**config.mk**
```make
export PLATFORM = sky130hd
export DESIGN_NAME = goldbach_odd_prime_pair
export DESIGN_NICKNAME = d
export VERILOG_FILES = /design/src/design/gbopp_pkg.sv /design/src/design/goldbach_odd_prime_pair.sv
export VERILOG_INCLUDE_DIRS = /design/src /design/src/design
export SDC_FILE = /design/constraint.sdc
export NUM_CORES = 1
export LEC_CHECK = 0
export BUFFER_PORTS_ARGS = -buffer_cell sky130_fd_sc_hd__buf_2
export CAP_MARGIN = 20
export CORE_ASPECT_RATIO = 0.75
export CORE_MARGIN = 3
export CORE_UTILIZATION = 63
export CTS_BUF_LIST = sky130_fd_sc_hd__clkbuf_4
export DETAILED_ROUTE_END_ITERATION = 16
export GPL_TIMING_DRIVEN = 0
export HOLD_SLACK_MARGIN = 0.05
export PLACE_DENSITY_LB_ADDON = 0.3
export SLEW_MARGIN = 15
export SYNTH_ARGS = -nofsm -noshare
export SYNTH_HDL_FRONTEND = slang
export SYNTH_SLANG_ARGS = --single-unit
```
**constraint.sdc**
```tcl
create_clock -name clk -period 3.8 [get_ports clk]
set_input_delay 0.95 -clock clk [delete_from_list [all_inputs] [get_ports clk]]
set_output_delay 0.95 -clock clk [all_outputs]
set_load 0.05 [all_outputs]
```
**src/design/goldbach_odd_prime_pair_defines.svh**
```systemverilog
// assertion macros for the goldbach prime pair block
`ifndef GOLDBACH_ODD_PRIME_PAIR_DEFINES_SVH
`define GOLDBACH_ODD_PRIME_PAIR_DEFINES_SVH

`ifndef SYNTHESIS

`define GBOPP_ASSERT(lbl, clk_s, rstn_s, prop) \
    lbl: assert property (@(posedge clk_s) disable iff (!rstn_s) (prop)) \
        else $error("goldbach prime pair assertion failed");

`define GBOPP_ASSERT_NEVER(lbl, clk_s, rstn_s, cond) \
    lbl: assert property (@(posedge clk_s) disable iff (!rstn_s) !(cond)) \
        else $error("goldbach prime pair forbidden condition seen");

`else

`define GBOPP_ASSERT(lbl, clk_s, rstn_s, prop)

`define GBOPP_ASSERT_NEVER(lbl, clk_s, rstn_s, cond)

`endif

`endif

```
**src/design/gbopp_pkg.sv**
```systemverilog
package gbopp_pkg;

    // first candidate and first trial divisor
    localparam int unsigned FIRST_ODD_PRIME = 3;
    // stride between odd values
    localparam int unsigned ODD_STEP        = 2;
    // square of the first trial divisor
    localparam int unsigned FIRST_SQUARE    = FIRST_ODD_PRIME * FIRST_ODD_PRIME;

endpackage

```
**src/design/goldbach_odd_prime_pair.sv**
```systemverilog
// goldbach prime pair search
// input channel: number with in_valid / in_stall. in_stall is high while a
// number is being searched, so one item is in work at a time.
// output channel: number_echo, small_prime, large_prime with out_valid /
// out_stall. an odd number, zero, two, four or an even number without a pair
// gives no item on the output.
// candidates p = 3, 5, 7, ... are tried in order; p and number - p are each
// tested by trial division with odd divisors d while d*d <= value. every
// remainder comes out of a bit-serial restoring divider, one bit per cycle.
// the time taken is data dependent: an odd number is dropped at the edge that
// takes it, and the search time of an even number is set by the number of
// divisor trials through the serial divider.
// the result sits in an output register, so a new number is taken while a
// finished result still waits. if the output register is still full when the
// next search ends, the search holds until out_stall drops.
// reset empties the output register and returns the block to idle.
`include "goldbach_odd_prime_pair_defines.svh"

module goldbach_odd_prime_pair #(
    parameter int unsigned NUM_WIDTH = 16
) (
    input  logic                 clk,
    input  logic                 rst_n,
    input  logic                 in_valid,
    output logic                 in_stall,
    input  logic [NUM_WIDTH-1:0] number,
    output logic                 out_valid,
    input  logic                 out_stall,
    output logic [NUM_WIDTH-1:0] number_echo,
    output logic [NUM_WIDTH-1:0] small_prime,
    output logic [NUM_WIDTH-1:0] large_prime
);
    import gbopp_pkg::*;

    localparam int unsigned CW    = NUM_WIDTH + 1;
    localparam int unsigned SW    = NUM_WIDTH + 2;
    localparam int unsigned CNT_W = (NUM_WIDTH > 1) ? $clog2(NUM_WIDTH) : 1;

    typedef enum logic [2:0] {
        ST_IDLE,
        ST_CAND,
        ST_INIT,
        ST_CHECK,
        ST_DIV,
        ST_PUSH
    } state_t;

    state_t               state_reg, state_next;
    logic [NUM_WIDTH-1:0] num_reg, num_next;
    logic [CW-1:0]        cand_reg, cand_next;
    logic                 phase_reg, phase_next;
    logic [NUM_WIDTH-1:0] val_reg, val_next;
    logic [NUM_WIDTH-1:0] div_reg, div_next;
    logic [SW-1:0]        sq_reg, sq_next;
    logic [NUM_WIDTH-1:0] rem_reg, rem_next;
    logic [NUM_WIDTH-1:0] sh_reg, sh_next;
    logic [CNT_W-1:0]     cnt_reg, cnt_next;
    logic                 out_valid_reg, out_valid_next;
    logic [NUM_WIDTH-1:0] echo_reg, echo_next;
    logic [NUM_WIDTH-1:0] small_reg, small_next;
    logic [NUM_WIDTH-1:0] large_reg, large_next;

    // one step of the restoring divider
    logic [CW-1:0]        trial;
    logic [CW-1:0]        trial_diff;
    logic [NUM_WIDTH-1:0] rem_step;

    assign trial      = {rem_reg, sh_reg[NUM_WIDTH-1]};
    assign trial_diff = trial - {1'b0, div_reg};
    assign rem_step   = (trial >= {1'b0, div_reg}) ? trial_diff[NUM_WIDTH-1:0]
                                                   : trial[NUM_WIDTH-1:0];

    assign in_stall    = (state_reg != ST_IDLE);
    assign out_valid   = out_valid_reg;
    assign number_echo = echo_reg;
    assign small_prime = small_reg;
    assign large_prime = large_reg;

    always_comb
    begin
        state_next     = state_reg;
        num_next       = num_reg;
        cand_next      = cand_reg;
        phase_next     = phase_reg;
        val_next       = val_reg;
        div_next       = div_reg;
        sq_next        = sq_reg;
        rem_next       = rem_reg;
        sh_next        = sh_reg;
        cnt_next       = cnt_reg;
        out_valid_next = out_valid_reg;
        echo_next      = echo_reg;
        small_next     = small_reg;
        large_next     = large_reg;

        if (out_valid_reg && !out_stall)
        begin
            out_valid_next = 1'b0;
        end

        unique case (state_reg)
            ST_IDLE:
            begin
                if (in_valid)
                begin
                    num_next  = number;
                    cand_next = CW'(FIRST_ODD_PRIME);
                    // odd numbers have no odd prime pair
                    if (!number[0])
                    begin
                        state_next = ST_CAND;
                    end
                end
            end
            ST_CAND:
            begin
                if (cand_reg > {1'b0, num_reg})
                begin
                    state_next = ST_IDLE;
                end
                else
                begin
                    val_next   = cand_reg[NUM_WIDTH-1:0];
                    phase_next = 1'b0;
                    state_next = ST_INIT;
                end
            end
            ST_INIT:
            begin
                if (val_reg < NUM_WIDTH'(ODD_STEP))
                begin
                    cand_next  = cand_reg + CW'(ODD_STEP);
                    state_next = ST_CAND;
                end
                else
                begin
                    div_next   = NUM_WIDTH'(FIRST_ODD_PRIME);
                    sq_next    = SW'(FIRST_SQUARE);
                    state_next = ST_CHECK;
                end
            end
            ST_CHECK:
            begin
                if (sq_reg > {2'b00, val_reg})
                begin
                    // no divisor found, value is prime
                    if (!phase_reg)
                    begin
                        phase_next = 1'b1;
                        val_next   = num_reg - cand_reg[NUM_WIDTH-1:0];
                        state_next = ST_INIT;
                    end
                    else
                    begin
                        state_next = ST_PUSH;
                    end
                end
                else
                begin
                    rem_next   = '0;
                    sh_next    = val_reg;
                    cnt_next   = CNT_W'(NUM_WIDTH - 1);
                    state_next = ST_DIV;
                end
            end
            ST_DIV:
            begin
                rem_next = rem_step;
                sh_next  = {sh_reg[NUM_WIDTH-2:0], 1'b0};
                cnt_next = cnt_reg - 1'b1;
                if (cnt_reg == '0)
                begin
                    if (rem_step == '0)
                    begin
                        cand_next  = cand_reg + CW'(ODD_STEP);
                        state_next = ST_CAND;
                    end
                    else
                    begin
                        // (d + 2)^2 = d^2 + 4d + 4
                        sq_next    = sq_reg + {div_reg, 2'b00} + SW'(4);
                        div_next   = div_reg + NUM_WIDTH'(ODD_STEP);
                        state_next = ST_CHECK;
                    end
                end
            end
            ST_PUSH:
            begin
                if (!out_valid_reg || !out_stall)
                begin
                    out_valid_next = 1'b1;
                    echo_next      = num_reg;
                    small_next     = cand_reg[NUM_WIDTH-1:0];
                    large_next     = num_reg - cand_reg[NUM_WIDTH-1:0];
                    state_next     = ST_IDLE;
                end
            end
            default:
            begin
                state_next = ST_IDLE;
            end
        endcase
    end

    always_ff @(posedge clk or negedge rst_n)
    begin
        if (!rst_n)
        begin
            state_reg     <= ST_IDLE;
            num_reg       <= '0;
            cand_reg      <= '0;
            phase_reg     <= 1'b0;
            val_reg       <= '0;
            div_reg       <= '0;
            sq_reg        <= '0;
            rem_reg       <= '0;
            sh_reg        <= '0;
            cnt_reg       <= '0;
            out_valid_reg <= 1'b0;
            echo_reg      <= '0;
            small_reg     <= '0;
            large_reg     <= '0;
        end
        else
        begin
            state_reg     <= state_next;
            num_reg       <= num_next;
            cand_reg      <= cand_next;
            phase_reg     <= phase_next;
            val_reg       <= val_next;
            div_reg       <= div_next;
            sq_reg        <= sq_next;
            rem_reg       <= rem_next;
            sh_reg        <= sh_next;
            cnt_reg       <= cnt_next;
            out_valid_reg <= out_valid_next;
            echo_reg      <= echo_next;
            small_reg     <= small_next;
            large_reg     <= large_next;
        end
    end

    // a result always splits its number into two odd parts
    `GBOPP_ASSERT(a_pair_sum, clk, rst_n,
        out_valid_reg |-> (({1'b0, small_reg} + {1'b0, large_reg}) == {1'b0, echo_reg}))
    `GBOPP_ASSERT(a_pair_odd, clk, rst_n,
        out_valid_reg |-> (small_reg[0] && large_reg[0] && !echo_reg[0]))
    // an odd number is dropped at once
    `GBOPP_ASSERT(a_odd_drop, clk, rst_n,
        (in_valid && !in_stall && number[0]) |=> (state_reg == ST_IDLE))
    // divider remainder stays below the divisor
    `GBOPP_ASSERT(a_rem_range, clk, rst_n,
        (state_reg == ST_DIV) |-> (rem_reg < div_reg))
    // candidates are always odd while searching
    `GBOPP_ASSERT_NEVER(a_cand_even, clk, rst_n,
        (state_reg != ST_IDLE) && !cand_reg[0])

endmodule
```
**After elaboration in Yosys (flattened, before gate mapping)**

Cells that the tools add are included.

- Add/sub/neg operators: 7
- Multiply operators: 0
- Div/mod/pow operators: 0
- Magnitude comparators: 4
- Eq/ne operators: 17
- Shifts and indexed selects: 0
- Multiplexer cells: 40
- Bitwise gates (word level): 0
- Reduce and logical (&&, ||, !) cells: 20

Operator list:

| operator | number |
|---|---|
| $mux 16 | 9 |
| $pmux 16 s2 | 4 |
| $mux 17 | 4 |
| $mux 18 | 3 |
| $pmux 17 s3 | 1 |
| $pmux 18 s2 | 1 |
| $sub 16x16->16 | 2 |
| $ne 2x2->1 const B | 12 |
| $add 18x18->18 | 1 |
| $add 18x3->18 const B | 1 |
| $gt 18x16->1 | 1 |
| $mux 3 | 6 |
| $pmux 3 s6 | 1 |
| $add 17x2->17 const B | 1 |
| $ge 17x16->1 | 1 |
| $gt 17x16->1 | 1 |
| $add 16x2->16 const B | 1 |
| $logic_not 16->1 | 1 |
| $lt 16x2->1 const B | 1 |
| $reduce_and 4->1 | 3 |
| $pmux 4 s2 | 1 |
| $eq 3x2->1 const B | 2 |
| $eq 3x3->1 const B | 2 |
| $mux 2 | 3 |
| 15 further kinds | 25 |

- Flip-flop bits (word level): 172
- Latch bits: 0
- RAM bits: 0
- ROM bits: 0
- Bits of input ports: 20
- Logic and storage cells: 102
- Memories kept: 0

**Depth between registers and ports, before layout**

- Depth in word-level cells: 6
- Mapped depth: 16

**Worst setup path before layout**

No wires, ideal clock.

- Kind: register to register
- Start: register sh_reg[15]
- End: register cand_reg[16]
- Library setup time: 0.095 ns
- Arrival: 3.221 ns
- Required time: 3.705 ns
- Path slack: 0.484 ns
- Cell stages (with the launch flop): 16
- Clock period less this slack: 3.316 ns
- Cells stage by stage: dfrtp_1 -> inv_1 -> ha_1 -> inv_1 -> fa_1 -> a211oi_4 -> o211ai_2 -> a221oi_2 -> xnor2_1 -> a311oi_1 -> nor4b_4 -> a31oi_4 -> a21bo_4 -> or2_0 -> buf_2 -> o31ai_1

- Longest elaborated chain between the ends: 5
- Elaborated cells between the ends (all ways): 6

RTL lines:

| item | line | RTL |
|---|---|---|
| start: declaration | goldbach_odd_prime_pair.sv:56 | `logic [NUM_WIDTH-1:0] sh_reg, sh_next;` |
| start signal: assignment | goldbach_odd_prime_pair.sv:234 | `sh_reg <= sh_next;` |
| $sub 16x16->16 or $ge 17x16->1 (tied branches) | goldbach_odd_prime_pair.sv:69, goldbach_odd_prime_pair.sv:70 |  |
| $mux 16 * | goldbach_odd_prime_pair.sv:70 | `assign rem_step = (trial >= {1'b0, div_reg}) ? trial_diff[NUM_WIDTH-1:0]` |
| $logic_not 16->1 * | goldbach_odd_prime_pair.sv:173 | `if (rem_step == '0)` |
| $ne 2x2->1 (no line) * | - |  |
| $reduce_and 5->1 (no line) * | - |  |
| end signal: assignment | goldbach_odd_prime_pair.sv:228 | `cand_reg <= cand_next;` |
| end: declaration | goldbach_odd_prime_pair.sv:50 | `logic [CW-1:0] cand_reg, cand_next;` |

Mark *: on every way between the ends. The rest lies on a longest branch, timed or not.
A chain may end at the register's enable or synchronous reset.

**Worst setup path after layout**

- Start: register sh_reg[15]
- End: register cand_reg[8]

The elaborated chain is that of the path after synthesis.

==> metrics.md <==
| Metric | Value |
|---|---|
| Outcome | `complete, but fails checks` |
| Failing checks | `negative setup slack` |
| CP Class | `reg -> reg` |
| RePlAce Congestion | `0.992` |
| Initial core utilization | `0.654` |
| Final wirelength | `30,800 µm` |
| Most frequent cells in the layout | `nand2_1 (182), o21ai_0 (170), dfrtp_1 (168)` |
| Die Wd | `156 µm` |
| Worst stage delay on the critical path | `0.43 ns` |
| Max Fclk | `0.262 GHz` |
| RR Endpoint | `cand_reg[8]` |
| Worst Setup End Kind | `flop` |
| IO Count | `70` |
| Power density over cell area | `868 nW/µm²` |
| Dominant cells by area after synthesis | `dfrtp_1 (40%), ha_1 (11%), o21ai_0 (8.6%)` |
| Cell count after synthesis | `1,237` |
| Crit Path Max Fanout | `5` |
| Synth Flop Type | `dfrtp_1` |
| Die height | `119 µm` |
| Post-Syn Area | `10,600 µm²` |
| RSZ-0062 raised after global routing | `yes` |
| Min-Delay Path Class | `in -> async` |
| Post-route insts no fill | `1,558` |
| Avg Cell Area, Syn | `8.59 µm²` |
| Post-route DRC | `0` |
| Fillers | `1,240` |
| Antenna-violating nets left | `0` |
| Req. time, crit path | `4.30 ns` |
| Vias in the first global route | `9,142` |
| Worst-path cell chain | `inv_1 > ha_2 > inv_2 > fa_2 > a211oi_4 > o211ai_2 > a221oi_2 > xnor2_2 > a311oi_2 > nor4b_4 > a31oi_4 > a21bo_4 > or2_4 > buf_8 > o31ai_2` |
| Share of cells above drive strength 1 | `0.122` |
| Core box area | `16,300 µm²` |
| R2r startpoint | `sh_reg[15]` |
| Leak | `5.54 nW` |
| Yosys top cell area share | `0.402` |
| Full die area | `18,500 µm²` |
| Clock tree from TritonCTS | `built` |
| Cts bufs inserted | `17` |
| Leading cell type in the layout, fill and taps excluded | `nand2_1` |
| Crit path DAT | `4.31 ns` |
| Total grt overflow | `0` |
| Clock tree sinks | `171` |
| Routed len/inst | `19.7 µm` |
| R2R setup slack | `-0.01 ns` |
| Synth Warn # | `0` |
| Nets | `1,451` |
| Antenna violations before repair | `1` |
| Slowest stage cell, crit path | `dfrtp_1` |
| Max VDD drop | `0.517 mV` |
| HPWL after DPL | `23,100 µm` |
| Setup-failing EPs final | `1` |
| R2R cell count | `15` |
| # Max-Cap Violations | `0` |
| Post-synth EDFFs | `0` |
| Routed vias | `9,873` |
| Critical path origin | `sh_reg[15]` |
| CP Launch Type | `flop` |
| Final setup skew | `0.0228 ns` |
| First drt pass iteration count | `5` |
| CTS max path bufs | `2` |
| Worst-path clk slew | `0.15 ns` |
| Port Buf Inserts | `69` |
| Number of H-tree levels | `4` |
| Hold Buf Count CTS | `0` |
| Pre-CTS setup slack | `-0.156 ns` |
| Setup ws final | `-0.0150 ns` |
| Row count | `40` |
| Synth unique cells | `65` |
| Total track usage | `0.335` |
| First-pass GRT wire length | `49,000 µm` |
| Post-synthesis net count | `1,354` |
| Post-synthesis sequential area ratio | `0.402` |
| Synth area leader | `dfrtp_1` |
| Crit path to | `cand_reg[8]` |
| Min Tclk post-route | `3.81 ns` |
| Clock latency on the worst-skew pair | `0.58 ns` |
| Hold Fails Final Rpt | `0` |
| Placed insts | `1,517` |
| Sum of negative setup slack | `-0.0150 ns` |
| Worst Max-Slew Pin Slew | `0.934 ns` |
| P&R area growth vs syn | `10.7%` |
| Relative slew slack | `0.372` |
| Fin. max-slew vios | `0` |
| Fin crit share | `1.00` |
| Vias/cell | `6.34` |
| Maximum number of pins on one net before global-route repair | `106` |
| Ys async rst share | `1.00` |
| CTS root buf | `clkbuf_4` |
| Initial DRC count | `1,303` |
| Synthesized flop and latch total | `171` |
-- logic make-up after synthesis --
| group | after synthesis | synth area share |
|---|---|---|
| compound gates | 372 | 0.212 |
| xor+xnor | 36 | 0.0297 |
| fa+ha+maj | 97 | 0.116 |
| buf+inv | 149 | 0.0544 |
| flops | 171 | 0.402 |
| mux | 14 | 0.0134 |
| simple gates | 398 | 0.172 |
-- cell type report --
type                            count  area (µm²)  area share
Timing Repair Buffer               78         440      0.0374
Sequential cell                   171        4280       0.364
Buffer                             55         273      0.0232
Clock inverter                     12         115     0.00978
Clock buffer                       20         150      0.0128
Inverter                           94         353      0.0300
Multi-Input combinational cell    917        5890       0.501
Tap cell                          210         263      0.0223
Antenna cell                        1        2.50    0.000213
-- stage by stage --
step	cell area (µm²)	hold WS, ns	util	total power, mW
after floorplan	10600	0.418	-	7.13
after global placement	11200	0.430	0.691	8.55
after detailed placement	11300	0.461	0.693	8.75
after CTS	11600	0.289	0.713	9.85
after global routing	11800	0.277	0.724	10.9
final	11800	0.284	0.724	10.2
-- where the power goes --
part	switching [mW]	internal [mW]	total (mW)
Clock	0.681	0.356	1.04
Sequential	0.402	2.36	2.76
Combinational	4.26	2.16	6.42
-- cells in the mapped netlist (3+ instances only) --
cell type and instances:
fa_1 3, xnor2_1 19, a2111oi_0 3, inv_1 94
and2_1 4, nor2b_1 14, nand4_1 14, nor2_1 77
dfrtp_1 171, or4_1 3, mux2i_1 12, nor4_1 14
nand2b_1 8, clkbuf_1 43, a31oi_1 10, nand3_1 37
a21o_1 14, o21ai_1 5, buf_2 9, a211oi_1 3
o41ai_1 13, nor3b_1 3, nor3_1 19, a31o_2 4
ha_1 94, o21ai_0 182, nand2_1 182, a21oi_1 64
xor2_1 17, o211ai_1 5, or3_1 5, and3_1 7
o21a_1 12, o21bai_1 8, o31ai_1 22
-- worst max-delay path, delay by kind of cell, from the launching register on --
kind,cells,cell delay (ns)
adder cells (fa/ha/maj),2,0.58
flip-flops,1,0.43
AO/OA/AOI/OAI,7,1.80
buffers and inverters,3,0.26
XOR/XNOR,1,0.13
AND/OR/NAND/NOR,2,0.54
-- metal layers --
layer  global-route usage  vias up  share of wire
met5               0.0196        -         0.0014
met4               0.0662        2          0.013
met3                0.115       60           0.13
met2                0.445      567           0.41
met1                0.525     4696           0.45
li1                     -     4548              -
-- worst min-delay path by stage --
stage,startpoint,end,cells after the start
6_report,rst_n,number_echo[3],1
5_1_grt,rst_n,number_echo[3],1
4_1_cts,rst_n,number_echo[3],1
3_5_place_dp,cnt_reg[0],cnt_reg[0],1
3_3_place_gp,sq_reg[0],sq_reg[0],2
2_1_floorplan,sq_reg[0],sq_reg[0],2
-- timing repair --
item / in CTS / in global routing
pin swaps: 2 / 11
gates cloned: 0 / 1
gates resized for setup: 12 / 52
endpoints found under the setup margin: 41 / 50
buffers inserted: 1 / 6
endpoints found under the hold margin: 0 / 0
(Power assumes the default switching activity.)
